<file path="config.mk">
export PLATFORM = sky130hd
export DESIGN_NAME = two_byte_pattern_row_matcher_flat
export DESIGN_NICKNAME = d
export VERILOG_FILES = /design/src/hdl/tbprm_pkg.sv /design/src/hdl/tbprm_if.sv /design/src/hdl/tbprm_front.sv /design/src/hdl/tbprm_queue.sv /design/src/hdl/tbprm_back.sv /design/src/hdl/two_byte_pattern_row_matcher.sv /design/src/flat_wrapper.sv
export VERILOG_INCLUDE_DIRS = /design/src /design/src/hdl
export SDC_FILE = /design/constraint.sdc
export NUM_CORES = 2
export LEC_CHECK = 0
export BUFFER_PORTS_ARGS = -buffer_cell sky130_fd_sc_hd__buf_2
export CORE_MARGIN = 2
export CORE_UTILIZATION = 37
export CTS_CLUSTER_DIAMETER = 150
export DETAILED_ROUTE_END_ITERATION = 8
export PLACE_DENSITY = 0.56
export SETUP_SLACK_MARGIN = 0.2
export SYNTH_ARGS = -nofsm -noshare
export SYNTH_HDL_FRONTEND = slang
export SYNTH_SLANG_ARGS = --single-unit
export TNS_END_PERCENT = 100
</file>
<file path="constraint.sdc">
create_clock -name clk_i -period 53.6 [get_ports clk_i]
set_input_delay 2.68 -clock clk_i [delete_from_list [all_inputs] [get_ports clk_i]]
set_output_delay 2.68 -clock clk_i [all_outputs]
set_load 0.01 [all_outputs]
</file>
<file path="src/hdl/two_byte_pattern_row_matcher_assert.svh">
// assertion macros shared by the matcher modules
// no dependencies; simulation bodies are dropped when SYNTHESIS is defined
`ifndef TWO_BYTE_PATTERN_ROW_MATCHER_ASSERT_SVH
`define TWO_BYTE_PATTERN_ROW_MATCHER_ASSERT_SVH
`ifndef SYNTHESIS
// property holds at every edge outside reset
`define TBPRM_ASSERT(name, clk, rst_n, prop) \
  name: assert property (@(posedge clk) disable iff (!rst_n) (prop)) \
    else $error("tbprm assertion failed");
// consequent holds in the cycle after the antecedent
`define TBPRM_ASSERT_NEXT(name, clk, rst_n, ante, cons) \
  name: assert property (@(posedge clk) disable iff (!rst_n) (ante) |=> (cons)) \
    else $error("tbprm next-cycle assertion failed");
`else
`define TBPRM_ASSERT(name, clk, rst_n, prop)
`define TBPRM_ASSERT_NEXT(name, clk, rst_n, ante, cons)
`endif
`endif

</file>
<file path="src/hdl/tbprm_pkg.sv">
// shared types and constants of the two-byte pattern row matcher
// no dependencies
`timescale 1ns / 1ps

package tbprm_pkg;

  // default sizes, overridable at the top level
  localparam int unsigned ROW_BEATS_DEF        = 256;
  localparam int unsigned BYTES_PER_BEAT_DEF   = 64;
  localparam int unsigned PAIRS_PER_PACKET_DEF = 8;

  localparam int unsigned NUM_SLOTS  = 8;
  localparam int unsigned SLOT_W     = 3;
  localparam int unsigned NUM_WORDS  = 8;
  localparam int unsigned MAX_POS    = 63;
  localparam int unsigned IDX_W      = 6;
  localparam logic [7:0]  FLUSH_USER = 8'hF0;

  localparam int unsigned QDEPTH = 4;
  localparam int unsigned QAW    = 2;
  localparam int unsigned QCNT_W = 3;

  localparam int unsigned CFG_IDX_W  = 3;
  localparam int unsigned CFG_DATA_W = 32;

  typedef enum logic [CFG_IDX_W-1:0] {
    REG_PATTERN_FIRST  = 3'd0,
    REG_PATTERN_SECOND = 3'd1,
    REG_START_ROW      = 3'd2,
    REG_START_COLUMN   = 3'd3,
    REG_START_FILL     = 3'd4
  } cfg_reg_e;

  // classified beat handed from front to back
  typedef struct packed {
    logic             found;
    logic [IDX_W-1:0] idx;
    logic [7:0]       user;
    logic             eoj;
  } class_t;

endpackage

</file>
<file path="src/hdl/tbprm_if.sv">
// valid/ready channel interfaces for beats in and packets out
// no dependencies
`timescale 1ns / 1ps

interface tbprm_beat_if;
  logic        valid;
  logic        ready;
  logic [63:0] word_0;
  logic [63:0] word_1;
  logic [63:0] word_2;
  logic [63:0] word_3;
  logic [63:0] word_4;
  logic [63:0] word_5;
  logic [63:0] word_6;
  logic [63:0] word_7;
  logic [7:0]  user_tag;
  logic        end_of_job;

  modport source (
    output valid, word_0, word_1, word_2, word_3, word_4, word_5, word_6, word_7,
    output user_tag, end_of_job,
    input  ready
  );
  modport sink (
    input  valid, word_0, word_1, word_2, word_3, word_4, word_5, word_6, word_7,
    input  user_tag, end_of_job,
    output ready
  );
endinterface

interface tbprm_pkt_if;
  logic        valid;
  logic        ready;
  logic [63:0] pair_0;
  logic [63:0] pair_1;
  logic [63:0] pair_2;
  logic [63:0] pair_3;
  logic [63:0] pair_4;
  logic [63:0] pair_5;
  logic [63:0] pair_6;
  logic [63:0] pair_7;
  logic [7:0]  out_user;
  logic        out_last;

  modport source (
    output valid, pair_0, pair_1, pair_2, pair_3, pair_4, pair_5, pair_6, pair_7,
    output out_user, out_last,
    input  ready
  );
  modport sink (
    input  valid, pair_0, pair_1, pair_2, pair_3, pair_4, pair_5, pair_6, pair_7,
    input  out_user, out_last,
    output ready
  );
endinterface

</file>
<file path="src/hdl/tbprm_front.sv">
// front end: accepts beats and finds the first pattern position
// depends on tbprm_pkg and tbprm_beat_if
`timescale 1ns / 1ps

module tbprm_front #(
  parameter int unsigned BYTES_PER_BEAT = tbprm_pkg::BYTES_PER_BEAT_DEF
) (
  tbprm_beat_if.sink          beat_i,
  input  logic [7:0]          pat_first_i,
  input  logic [7:0]          pat_second_i,
  output tbprm_pkg::class_t   cls_o,
  output logic                cls_valid_o,
  input  logic                cls_ready_i
);
  import tbprm_pkg::*;

  localparam int unsigned NPOS = BYTES_PER_BEAT - 1;

  logic [8*NUM_WORDS*8-1:0] data;
  logic [MAX_POS-1:0]       hits;
  logic [MAX_POS-1:0]       first_hit;
  logic [IDX_W-1:0]         idx;

  assign data = {beat_i.word_7, beat_i.word_6, beat_i.word_5, beat_i.word_4,
                 beat_i.word_3, beat_i.word_2, beat_i.word_1, beat_i.word_0};

  // independent byte-pair compares, positions past the beat stay clear
  always_comb begin
    for (int i = 0; i < MAX_POS; i++) begin
      hits[i] = (i < NPOS) && (data[8*i +: 8] == pat_first_i) &&
                (data[8*(i+1) +: 8] == pat_second_i);
    end
  end

  // isolate lowest hit, then encode it
  assign first_hit = hits & (~hits + MAX_POS'(1));

  always_comb begin
    idx = '0;
    for (int i = 0; i < MAX_POS; i++) begin
      idx = idx | (first_hit[i] ? IDX_W'(i) : '0);
    end
  end

  assign cls_o.found = |hits;
  assign cls_o.idx   = idx;
  assign cls_o.user  = beat_i.user_tag;
  assign cls_o.eoj   = beat_i.end_of_job;

  assign cls_valid_o  = beat_i.valid;
  assign beat_i.ready = cls_ready_i;

endmodule

</file>
<file path="src/hdl/tbprm_queue.sv">
// short fifo of classified beats between front and back
// depends on tbprm_pkg and the assertion macro header
`timescale 1ns / 1ps

module tbprm_queue (
  input  logic              clk_i,
  input  logic              rst_ni,
  input  tbprm_pkg::class_t push_data_i,
  input  logic              push_valid_i,
  output logic              push_ready_o,
  output tbprm_pkg::class_t head_o,
  output logic              head_valid_o,
  input  logic              pop_i
);
  import tbprm_pkg::*;
  `include "two_byte_pattern_row_matcher_assert.svh"

  class_t            mem_q [QDEPTH];
  logic [QAW-1:0]    wr_ptr_q, wr_ptr_d;
  logic [QAW-1:0]    rd_ptr_q, rd_ptr_d;
  logic [QCNT_W-1:0] cnt_q, cnt_d;
  logic              push, pop;

  assign push_ready_o = (cnt_q != QCNT_W'(QDEPTH));
  assign head_valid_o = (cnt_q != '0);
  assign head_o       = mem_q[rd_ptr_q];

  assign push = push_valid_i && push_ready_o;
  assign pop  = pop_i && head_valid_o;

  always_comb begin
    wr_ptr_d = push ? wr_ptr_q + QAW'(1) : wr_ptr_q;
    rd_ptr_d = pop ? rd_ptr_q + QAW'(1) : rd_ptr_q;
    cnt_d    = cnt_q + QCNT_W'(push) - QCNT_W'(pop);
  end

  always_ff @(posedge clk_i or negedge rst_ni) begin
    if (!rst_ni) begin
      wr_ptr_q <= '0;
      rd_ptr_q <= '0;
      cnt_q    <= '0;
    end else begin
      wr_ptr_q <= wr_ptr_d;
      rd_ptr_q <= rd_ptr_d;
      cnt_q    <= cnt_d;
    end
  end

  always_ff @(posedge clk_i) begin
    if (push) begin
      mem_q[wr_ptr_q] <= push_data_i;
    end
  end

  `TBPRM_ASSERT(a_cnt_bound, clk_i, rst_ni, cnt_q <= QCNT_W'(QDEPTH))
  `TBPRM_ASSERT_NEXT(a_cnt_up, clk_i, rst_ni, push && !pop, cnt_q == $past(cnt_q) + QCNT_W'(1))
  `TBPRM_ASSERT_NEXT(a_cnt_dn, clk_i, rst_ni, pop && !push, cnt_q == $past(cnt_q) - QCNT_W'(1))

endmodule

</file>
<file path="src/hdl/tbprm_back.sv">
// back end: row and column state, pair buffer and packet output register
// depends on tbprm_pkg, tbprm_pkt_if and the assertion macro header
`timescale 1ns / 1ps

module tbprm_back #(
  parameter int unsigned ROW_BEATS        = tbprm_pkg::ROW_BEATS_DEF,
  parameter int unsigned BYTES_PER_BEAT   = tbprm_pkg::BYTES_PER_BEAT_DEF,
  parameter int unsigned PAIRS_PER_PACKET = tbprm_pkg::PAIRS_PER_PACKET_DEF
) (
  input  logic                         clk_i,
  input  logic                         rst_ni,
  input  logic [31:0]                  start_row_i,
  input  logic [31:0]                  start_column_i,
  input  logic [tbprm_pkg::SLOT_W-1:0] start_fill_i,
  input  tbprm_pkg::class_t            head_i,
  input  logic                         head_valid_i,
  output logic                         pop_o,
  tbprm_pkt_if.source                  pkt_o
);
  import tbprm_pkg::*;
  `include "two_byte_pattern_row_matcher_assert.svh"

  localparam int unsigned BCW = $clog2(ROW_BEATS + 1);
  localparam logic [BCW-1:0]    RB   = BCW'(ROW_BEATS);
  localparam logic [SLOT_W:0]   PPP  = (SLOT_W + 1)'(PAIRS_PER_PACKET);
  localparam logic [31:0]       STEP = 32'(BYTES_PER_BEAT);

  // state
  logic [31:0]       row_q, row_d;
  logic [31:0]       col_q, col_d;
  logic [BCW-1:0]    bc_q, bc_d;
  logic              rm_q, rm_d;
  logic [SLOT_W-1:0] fill_q, fill_d;
  logic [63:0]       buf_q [NUM_SLOTS];
  logic [63:0]       buf_d [NUM_SLOTS];
  logic              job_q, job_d;

  // output stage
  logic              ov_q, ov_d;
  logic [63:0]       opair_q [NUM_SLOTS];
  logic [63:0]       opair_d [NUM_SLOTS];
  logic [7:0]        ouser_q, ouser_d;
  logic              olast_q, olast_d;
  logic              pend_q, pend_d;

  logic [31:0]       row_s, col_s, row_w, col_w, col_m;
  logic [BCW-1:0]    bc_s;
  logic              rm_s, rm_w, wrap, hit, full_pkt, produce, out_free;
  logic [SLOT_W-1:0] fill_s;
  logic [SLOT_W:0]   fill_nx;
  logic [63:0]       pair;

  always_comb begin
    // job start loads the resume values
    row_s  = job_q ? row_q : start_row_i;
    col_s  = job_q ? col_q : start_column_i;
    fill_s = job_q ? fill_q : start_fill_i;
    bc_s   = job_q ? bc_q : '0;
    rm_s   = job_q && rm_q;

    wrap  = (bc_s == RB);
    row_w = wrap ? row_s + 32'd1 : row_s;
    col_w = wrap ? '0 : col_s;
    rm_w  = wrap ? 1'b0 : rm_s;

    hit      = head_i.found && !rm_w;
    col_m    = col_w + 32'(head_i.idx);
    pair     = {col_m, row_w};
    fill_nx  = {1'b0, fill_s} + (SLOT_W + 1)'(1);
    full_pkt = hit && (fill_nx == PPP);
    produce  = full_pkt || head_i.eoj;

    out_free = !ov_q || (pkt_o.ready && !pend_q);
    pop_o    = head_valid_i && (!produce || out_free);

    for (int s = 0; s < NUM_SLOTS; s++) begin
      buf_d[s] = (hit && (fill_s == SLOT_W'(s))) ? pair : buf_q[s];
    end

    row_d  = row_q;
    col_d  = col_q;
    bc_d   = bc_q;
    rm_d   = rm_q;
    fill_d = fill_q;
    job_d  = job_q;
    if (pop_o) begin
      row_d  = row_w;
      col_d  = col_w + STEP;
      bc_d   = wrap ? '0 : bc_s + BCW'(1);
      rm_d   = rm_w || hit;
      fill_d = hit ? (full_pkt ? '0 : fill_nx[SLOT_W-1:0]) : fill_s;
      job_d  = !head_i.eoj;
    end

    ov_d    = ov_q;
    opair_d = opair_q;
    ouser_d = ouser_q;
    olast_d = olast_q;
    pend_d  = pend_q;
    if (pop_o && produce) begin
      ov_d    = 1'b1;
      opair_d = buf_d;
      ouser_d = full_pkt ? head_i.user : FLUSH_USER;
      olast_d = !full_pkt;
      pend_d  = full_pkt && head_i.eoj;
    end else if (ov_q && pkt_o.ready) begin
      if (pend_q) begin
        // flush follows the full packet with the same slots
        ouser_d = FLUSH_USER;
        olast_d = 1'b1;
        pend_d  = 1'b0;
      end else begin
        ov_d = 1'b0;
      end
    end
  end

  always_ff @(posedge clk_i or negedge rst_ni) begin
    if (!rst_ni) begin
      row_q  <= '0;
      col_q  <= '0;
      bc_q   <= '0;
      rm_q   <= 1'b0;
      fill_q <= '0;
      job_q  <= 1'b0;
      ov_q   <= 1'b0;
      pend_q <= 1'b0;
      for (int s = 0; s < NUM_SLOTS; s++) begin
        buf_q[s] <= '0;
      end
    end else begin
      row_q  <= row_d;
      col_q  <= col_d;
      bc_q   <= bc_d;
      rm_q   <= rm_d;
      fill_q <= fill_d;
      job_q  <= job_d;
      ov_q   <= ov_d;
      pend_q <= pend_d;
      if (pop_o) begin
        buf_q <= buf_d;
      end
    end
  end

  always_ff @(posedge clk_i) begin
    opair_q <= opair_d;
    ouser_q <= ouser_d;
    olast_q <= olast_d;
  end

  assign pkt_o.valid    = ov_q;
  assign pkt_o.pair_0   = opair_q[0];
  assign pkt_o.pair_1   = opair_q[1];
  assign pkt_o.pair_2   = opair_q[2];
  assign pkt_o.pair_3   = opair_q[3];
  assign pkt_o.pair_4   = opair_q[4];
  assign pkt_o.pair_5   = opair_q[5];
  assign pkt_o.pair_6   = opair_q[6];
  assign pkt_o.pair_7   = opair_q[7];
  assign pkt_o.out_user = ouser_q;
  assign pkt_o.out_last = olast_q;

  `TBPRM_ASSERT(a_pend_valid, clk_i, rst_ni, !pend_q || ov_q)
  `TBPRM_ASSERT(a_pend_not_last, clk_i, rst_ni, !pend_q || !olast_q)
  `TBPRM_ASSERT(a_beat_bound, clk_i, rst_ni, bc_q <= RB)

endmodule

</file>
<file path="src/hdl/two_byte_pattern_row_matcher.sv">
// path: a beat is registered in the queue, then its packet in the output register
// throughput: one beat per cycle while the queue has room; a beat that ends a full
//   packet and the job holds the output register for both packets (output port bound)
// reset: rst_ni async low clears control state, the pair buffer and registers
//   to zero; no clearing pass, a beat may be taken right after reset
// top level of the matcher; depends on tbprm_pkg, tbprm_if and the sub-modules
`timescale 1ns / 1ps

module two_byte_pattern_row_matcher #(
  parameter int unsigned ROW_BEATS        = tbprm_pkg::ROW_BEATS_DEF,
  parameter int unsigned BYTES_PER_BEAT   = tbprm_pkg::BYTES_PER_BEAT_DEF,
  parameter int unsigned PAIRS_PER_PACKET = tbprm_pkg::PAIRS_PER_PACKET_DEF
) (
  input  logic                             clk_i,
  input  logic                             rst_ni,
  input  logic                             cfg_we_i,
  input  logic [tbprm_pkg::CFG_IDX_W-1:0]  cfg_idx_i,
  input  logic [tbprm_pkg::CFG_DATA_W-1:0] cfg_data_i,
  tbprm_beat_if.sink                       beat_i,
  tbprm_pkt_if.source                      pkt_o
);
  import tbprm_pkg::*;

  // configuration registers
  logic [7:0]        pat_first_q;
  logic [7:0]        pat_second_q;
  logic [31:0]       start_row_q;
  logic [31:0]       start_col_q;
  logic [SLOT_W-1:0] start_fill_q;

  // front to queue, queue to back
  class_t            cls;
  logic              cls_valid, cls_ready;
  class_t            head;
  logic              head_valid, pop;

  // writes land at once; the user must change patterns only while idle, the block itself does not enforce it
  always_ff @(posedge clk_i or negedge rst_ni) begin
    if (!rst_ni) begin
      pat_first_q  <= '0;
      pat_second_q <= '0;
      start_row_q  <= '0;
      start_col_q  <= '0;
      start_fill_q <= '0;
    end else if (cfg_we_i) begin
      case (cfg_idx_i)
        REG_PATTERN_FIRST:  pat_first_q  <= cfg_data_i[7:0];
        REG_PATTERN_SECOND: pat_second_q <= cfg_data_i[7:0];
        REG_START_ROW:      start_row_q  <= cfg_data_i[31:0];
        REG_START_COLUMN:   start_col_q  <= cfg_data_i[31:0];
        REG_START_FILL:     start_fill_q <= cfg_data_i[SLOT_W-1:0];
        default: begin
          // unmapped index, write dropped
        end
      endcase
    end
  end

  // front: byte-pair compare across the beat, first hit wins
  tbprm_front #(
    .BYTES_PER_BEAT (BYTES_PER_BEAT)
  ) u_front (
    .beat_i       (beat_i),
    .pat_first_i  (pat_first_q),
    .pat_second_i (pat_second_q),
    .cls_o        (cls),
    .cls_valid_o  (cls_valid),
    .cls_ready_i  (cls_ready)
  );

  // decouples intake from the output stall of the back end
  tbprm_queue u_queue (
    .clk_i        (clk_i),
    .rst_ni       (rst_ni),
    .push_data_i  (cls),
    .push_valid_i (cls_valid),
    .push_ready_o (cls_ready),
    .head_o       (head),
    .head_valid_o (head_valid),
    .pop_i        (pop)
  );

  // back: row/column bookkeeping, buffer update and packet emission;
  // beats that emit nothing keep draining while a packet waits
  tbprm_back #(
    .ROW_BEATS        (ROW_BEATS),
    .BYTES_PER_BEAT   (BYTES_PER_BEAT),
    .PAIRS_PER_PACKET (PAIRS_PER_PACKET)
  ) u_back (
    .clk_i          (clk_i),
    .rst_ni         (rst_ni),
    .start_row_i    (start_row_q),
    .start_column_i (start_col_q),
    .start_fill_i   (start_fill_q),
    .head_i         (head),
    .head_valid_i   (head_valid),
    .pop_o          (pop),
    .pkt_o          (pkt_o)
  );

endmodule
</file>
<file path="src/flat_wrapper.sv">
// flat-port wrapper written by rule: the top's interface ports become plain ports
module two_byte_pattern_row_matcher_flat import tbprm_pkg::*;
#(
  parameter int unsigned ROW_BEATS        = tbprm_pkg::ROW_BEATS_DEF,
  parameter int unsigned BYTES_PER_BEAT   = tbprm_pkg::BYTES_PER_BEAT_DEF,
  parameter int unsigned PAIRS_PER_PACKET = tbprm_pkg::PAIRS_PER_PACKET_DEF
)
  (clk_i, rst_ni, cfg_we_i, cfg_idx_i, cfg_data_i, beat_i_valid, beat_i_word_0, beat_i_word_1, beat_i_word_2, beat_i_word_3, beat_i_word_4, beat_i_word_5, beat_i_word_6, beat_i_word_7, beat_i_user_tag, beat_i_end_of_job, beat_i_ready, pkt_o_valid, pkt_o_pair_0, pkt_o_pair_1, pkt_o_pair_2, pkt_o_pair_3, pkt_o_pair_4, pkt_o_pair_5, pkt_o_pair_6, pkt_o_pair_7, pkt_o_out_user, pkt_o_out_last, pkt_o_ready);
  tbprm_beat_if beat_i_i ();
  tbprm_pkt_if pkt_o_i ();
  input  logic clk_i;
  input  logic rst_ni;
  input  logic cfg_we_i;
  input  logic [tbprm_pkg::CFG_IDX_W-1:0] cfg_idx_i;
  input  logic [tbprm_pkg::CFG_DATA_W-1:0] cfg_data_i;
  input wire logic [$bits(beat_i_i.valid)-1:0] beat_i_valid;
  input wire logic [$bits(beat_i_i.word_0)-1:0] beat_i_word_0;
  input wire logic [$bits(beat_i_i.word_1)-1:0] beat_i_word_1;
  input wire logic [$bits(beat_i_i.word_2)-1:0] beat_i_word_2;
  input wire logic [$bits(beat_i_i.word_3)-1:0] beat_i_word_3;
  input wire logic [$bits(beat_i_i.word_4)-1:0] beat_i_word_4;
  input wire logic [$bits(beat_i_i.word_5)-1:0] beat_i_word_5;
  input wire logic [$bits(beat_i_i.word_6)-1:0] beat_i_word_6;
  input wire logic [$bits(beat_i_i.word_7)-1:0] beat_i_word_7;
  input wire logic [$bits(beat_i_i.user_tag)-1:0] beat_i_user_tag;
  input wire logic [$bits(beat_i_i.end_of_job)-1:0] beat_i_end_of_job;
  output wire logic [$bits(beat_i_i.ready)-1:0] beat_i_ready;
  output wire logic [$bits(pkt_o_i.valid)-1:0] pkt_o_valid;
  output wire logic [$bits(pkt_o_i.pair_0)-1:0] pkt_o_pair_0;
  output wire logic [$bits(pkt_o_i.pair_1)-1:0] pkt_o_pair_1;
  output wire logic [$bits(pkt_o_i.pair_2)-1:0] pkt_o_pair_2;
  output wire logic [$bits(pkt_o_i.pair_3)-1:0] pkt_o_pair_3;
  output wire logic [$bits(pkt_o_i.pair_4)-1:0] pkt_o_pair_4;
  output wire logic [$bits(pkt_o_i.pair_5)-1:0] pkt_o_pair_5;
  output wire logic [$bits(pkt_o_i.pair_6)-1:0] pkt_o_pair_6;
  output wire logic [$bits(pkt_o_i.pair_7)-1:0] pkt_o_pair_7;
  output wire logic [$bits(pkt_o_i.out_user)-1:0] pkt_o_out_user;
  output wire logic [$bits(pkt_o_i.out_last)-1:0] pkt_o_out_last;
  input wire logic [$bits(pkt_o_i.ready)-1:0] pkt_o_ready;
  assign beat_i_i.valid = beat_i_valid;
  assign beat_i_i.word_0 = beat_i_word_0;
  assign beat_i_i.word_1 = beat_i_word_1;
  assign beat_i_i.word_2 = beat_i_word_2;
  assign beat_i_i.word_3 = beat_i_word_3;
  assign beat_i_i.word_4 = beat_i_word_4;
  assign beat_i_i.word_5 = beat_i_word_5;
  assign beat_i_i.word_6 = beat_i_word_6;
  assign beat_i_i.word_7 = beat_i_word_7;
  assign beat_i_i.user_tag = beat_i_user_tag;
  assign beat_i_i.end_of_job = beat_i_end_of_job;
  assign beat_i_ready = beat_i_i.ready;
  assign pkt_o_valid = pkt_o_i.valid;
  assign pkt_o_pair_0 = pkt_o_i.pair_0;
  assign pkt_o_pair_1 = pkt_o_i.pair_1;
  assign pkt_o_pair_2 = pkt_o_i.pair_2;
  assign pkt_o_pair_3 = pkt_o_i.pair_3;
  assign pkt_o_pair_4 = pkt_o_i.pair_4;
  assign pkt_o_pair_5 = pkt_o_i.pair_5;
  assign pkt_o_pair_6 = pkt_o_i.pair_6;
  assign pkt_o_pair_7 = pkt_o_i.pair_7;
  assign pkt_o_out_user = pkt_o_i.out_user;
  assign pkt_o_out_last = pkt_o_i.out_last;
  assign pkt_o_i.ready = pkt_o_ready;
  two_byte_pattern_row_matcher #(.ROW_BEATS(ROW_BEATS), .BYTES_PER_BEAT(BYTES_PER_BEAT), .PAIRS_PER_PACKET(PAIRS_PER_PACKET)) u_core (.clk_i(clk_i), .rst_ni(rst_ni), .cfg_we_i(cfg_we_i), .cfg_idx_i(cfg_idx_i), .cfg_data_i(cfg_data_i), .beat_i(beat_i_i), .pkt_o(pkt_o_i));
endmodule
</file>
==> out/qor.csv <==
metric,value,unit
status,finished clean,
max cap viols,0,
critical path class,flop to flop,
final hold viol count,0,
P_sw,1.94,mW
"Primary FF master, synth",dfrtp_1,
Sequential Power Share,39.5,%
final setup fails,0,
starting density of the core,37.3,%
Comb pwr share,41.3,%
CP peak stage delay,0.90,ns
Synth cell types,88,
Die Ht,423,µm
Synth top cells by count,"1368 x nand2_1, 834 x xor2_1, 682 x dfrtp_1",
clock tree sinks,1267,
clock buffer depth,3,
sequential share of the synthesized area,53.3,%
Die W,423,µm
period utilisation layout,14.1,%
WP buf/inv,6,
first-pass GRT wire length,347000,µm
vias per std cell,5.27,
IO Pins,1084,
IO buf count,1083,
final wirelength,243000,µm
Detail Route Antenna Nets,0,
pin count of the biggest net entering global routing,175,
Worst setup SP type,flop,
crit-path cells,buf_4 > nand2_1 > ha_1 > nor4bb_1 > buf_4 > nand3_1 > a31oi_4 > a21oi_1 > o21bai_4 > nor2_4 > buf_12 > buf_4 > buf_4 > buf_4,
nets@finish,7539,
number of synthesized flops with an enable pin,585,
CTS tree,built,
area grow syn2layout,18.1,%
vias in the first global route,48800,
Worst-Margin Slew,1.24,ns
post-synth top area cell,edfxtp_1,
max-slew violation count,0,
CORE AREA,174000,µm²
Worst Setup End Kind,flop,
first-pass detailed-route iteration total,7,
Crit Path Max Fanout,166,
"Hold-fix buffers, CTS",0,
Most common cell on crit path,buf_4,
Worst Path Arrival,7.96,ns
GPL Wtd Cong,0.935,
Max-Slew Margin vs Limit,16.7,%
asr flop ratio synth,53.8,%
ranking of synthesized cells by area,"edfxtp_1 27%, dfrtp_1 26%, xor2_1 11%",
global route overflow,0,
routed len/inst,25.7,µm
DRC viols,0,
Worst Skew,0.0296,ns
yosys warns,0,
WHS,0.467,ns
die area,179000,µm²
post-synthesis cell area,64900,µm²
Iter 0 DRT Violations,3964,
Global Route Usage Sum,26.4,%
number of buffers created by CTS,131,
Leak,33.7,nW
"delay-heaviest family, CP",buffers and inverters,
worst hold path class,flop to flop,
switching share of total power,41.7,%
peak supply drop,0.0645,mV
worst endpoint required time,53.99,ns
Final Critical Period,7.58,ns
Post-CTS Setup Bufs,0,
antenna violations before repair,106,
HPWL Detailed,175000,µm
RSZ-0062 raised after global routing,no,
via count,49800,
Clock Power Share,19.2,%
layout cells sized above 1,25.8,%
worst skew pair latency,0.78,ns
synthesized flop and latch total,1267,
CP max stage cell,buf_4,
post-cts gate resize count,0,
Yosys top cell area share,27.0,%
Clock transition at path regs,0.06,ns
H-tree depth,4,
Pwr Density,60.7,nW/µm²
"Avg Cell Area, Syn",10.8,µm²
most frequent cell after synthesis,nand2_1,
final setup TNS,0,ns
max frequency,132,MHz
Synth Instances,6033,
Syn Nets,6619,
Rows,153,
root cell of the clock tree,clkbuf_16,
internal power,2.71,mW
==> layout by cell type (no fill, tap or decap), drive strengths merged, types with 6 or more instances in the layout <==
cell type | Yosys | routed
a21oi | 35 | 35
a22oi | 8 | 8
a31oi | 10 | 10
and2 | 9 | 9
and3 | 9 | 9
and4 | 9 | 9
buf | 190 | 1173
clkbuf | 196 | 193
clkinv | 2 | 30
dfrtp | 682 | 682
diode | 0 | 66
edfxtp | 585 | 585
ha | 23 | 23
inv | 27 | 36
mux2 | 338 | 338
mux2i | 53 | 53
mux4 | 16 | 16
nand2 | 1370 | 1370
nand2b | 15 | 15
nand3 | 48 | 48
nand3b | 7 | 7
nand4 | 127 | 127
nand4b | 11 | 11
nor2 | 82 | 82
nor2b | 26 | 26
nor3 | 36 | 36
nor3b | 6 | 6
nor4 | 230 | 230
o21ai | 662 | 662
o31ai | 16 | 16
or2 | 10 | 10
or3 | 7 | 7
or4 | 10 | 10
xnor2 | 268 | 268
xor2 | 835 | 835
==> registers in the layout, summed over array words and instances (netlist names), 64 cells and up <==
name	flops
u_core.u_back.pkt_o.pair_6	64
u_core.u_back.pkt_o.pair_1	64
u_core.u_back.pkt_o.pair_7	64
u_core.u_back.pkt_o.pair_5	64
u_core.u_queue.mem_q	64
u_core.u_back.pkt_o.pair_3	64
u_core.u_back.pkt_o.pair_2	64
u_core.u_back.pkt_o.pair_4	64
u_core.u_back.pkt_o.pair_0	64
u_core.u_back.buf_q	512
==> final timing paths <==
check	start	end	slack, ns	depth (start not counted)
max	u_core.u_back.job_q	u_core.u_back.pkt_o.pair_1[53]	46.02	14
min	u_core.u_back.buf_q[271]	u_core.u_back.buf_q[271]	0.47	2
max reg2reg	u_core.u_back.job_q	u_core.u_back.pkt_o.pair_1[53]	46.02	14
min reg2reg	u_core.u_back.buf_q[271]	u_core.u_back.buf_q[271]	0.47	2
max in group asynchronous	rst_ni	u_core.u_back.job_q	47.66	5
min in group asynchronous	rst_ni	u_core.u_back.buf_q[270]	1.89	1
==> power by group through the flow <==
stage	clock, mW	sequential, mW	combinational [mW]
6_report	0.895	1.84	1.92
5_1_grt	0.952	1.88	2.09
4_1_cts	0.916	1.84	1.94
3_5_place_dp	0	1.85	1.94
3_3_place_gp	0	1.84	1.91
2_1_floorplan	0	2.05	1.10
==> layout make-up <==
cell class / instances / area, µm²
fill: 16700 / 97500
sequential: 1267 / 34700
multi-input combinational: 4351 / 28500
timing repair buffer: 1173 / 6140
clock buffer: 193 / 3760
tap: 2325 / 2910
clock inverter: 46 / 438
antenna: 66 / 165
inverter: 29 / 116
==> worst register-to-register path: cells and delay by family, from the launching register on <==
family / cells / cell delay [ns]
buffers and inverters: 6 / 4.08
AO/OA/AOI/OAI: 3 / 1.31
AND/OR/NAND/NOR: 4 / 0.96
flip-flops: 1 / 0.58
adder cells (fa/ha/maj): 1 / 0.25
==> logic make-up (layout without fill, tap and decap cells) <==
logic type / count (synthesis) / in the layout / share of synthesized area, %
AOI/OAI and AO/OA: 791 / 791 / 6.59
adders and majority gates: 25 / 25 / 0.505
other: 0 / 66 / 0
xor gates and xnor gates: 1103 / 1103 / 14.9
DFF: 1267 / 1267 / 53.3
muxes: 407 / 407 / 7.23
and+or+nand+nor: 2025 / 2025 / 14.1
buffers and inverters: 415 / 1441 / 3.32
==> per-layer routing <==
metal	vias up	part of all wire [%]	track usage (%)
met5	-	0.11	0
met4	44	6.2	15.6
met3	486	5.3	4.36
met2	1860	50	45.0
met1	24700	39	31.4
li1	22800	-	-
==> metrics by stage <==
stage / total power, mW / setup WS, ns / util [%] / instances / instance area [µm²]
floorplan: 3.14 / 25.86 / - / 6033 / 64900
global placement: 3.75 / 46.08 / 41.5 / 9145 / 72300
detailed placement: 3.79 / 45.94 / 41.5 / 9145 / 72300
CTS: 4.70 / 45.97 / 43.9 / 9384 / 76500
global route: 4.92 / 45.48 / 44.0 / 9438 / 76700
finish: 4.65 / 46.02 / 44.0 / 9450 / 76700
Power figures use the tool's default switching activity.
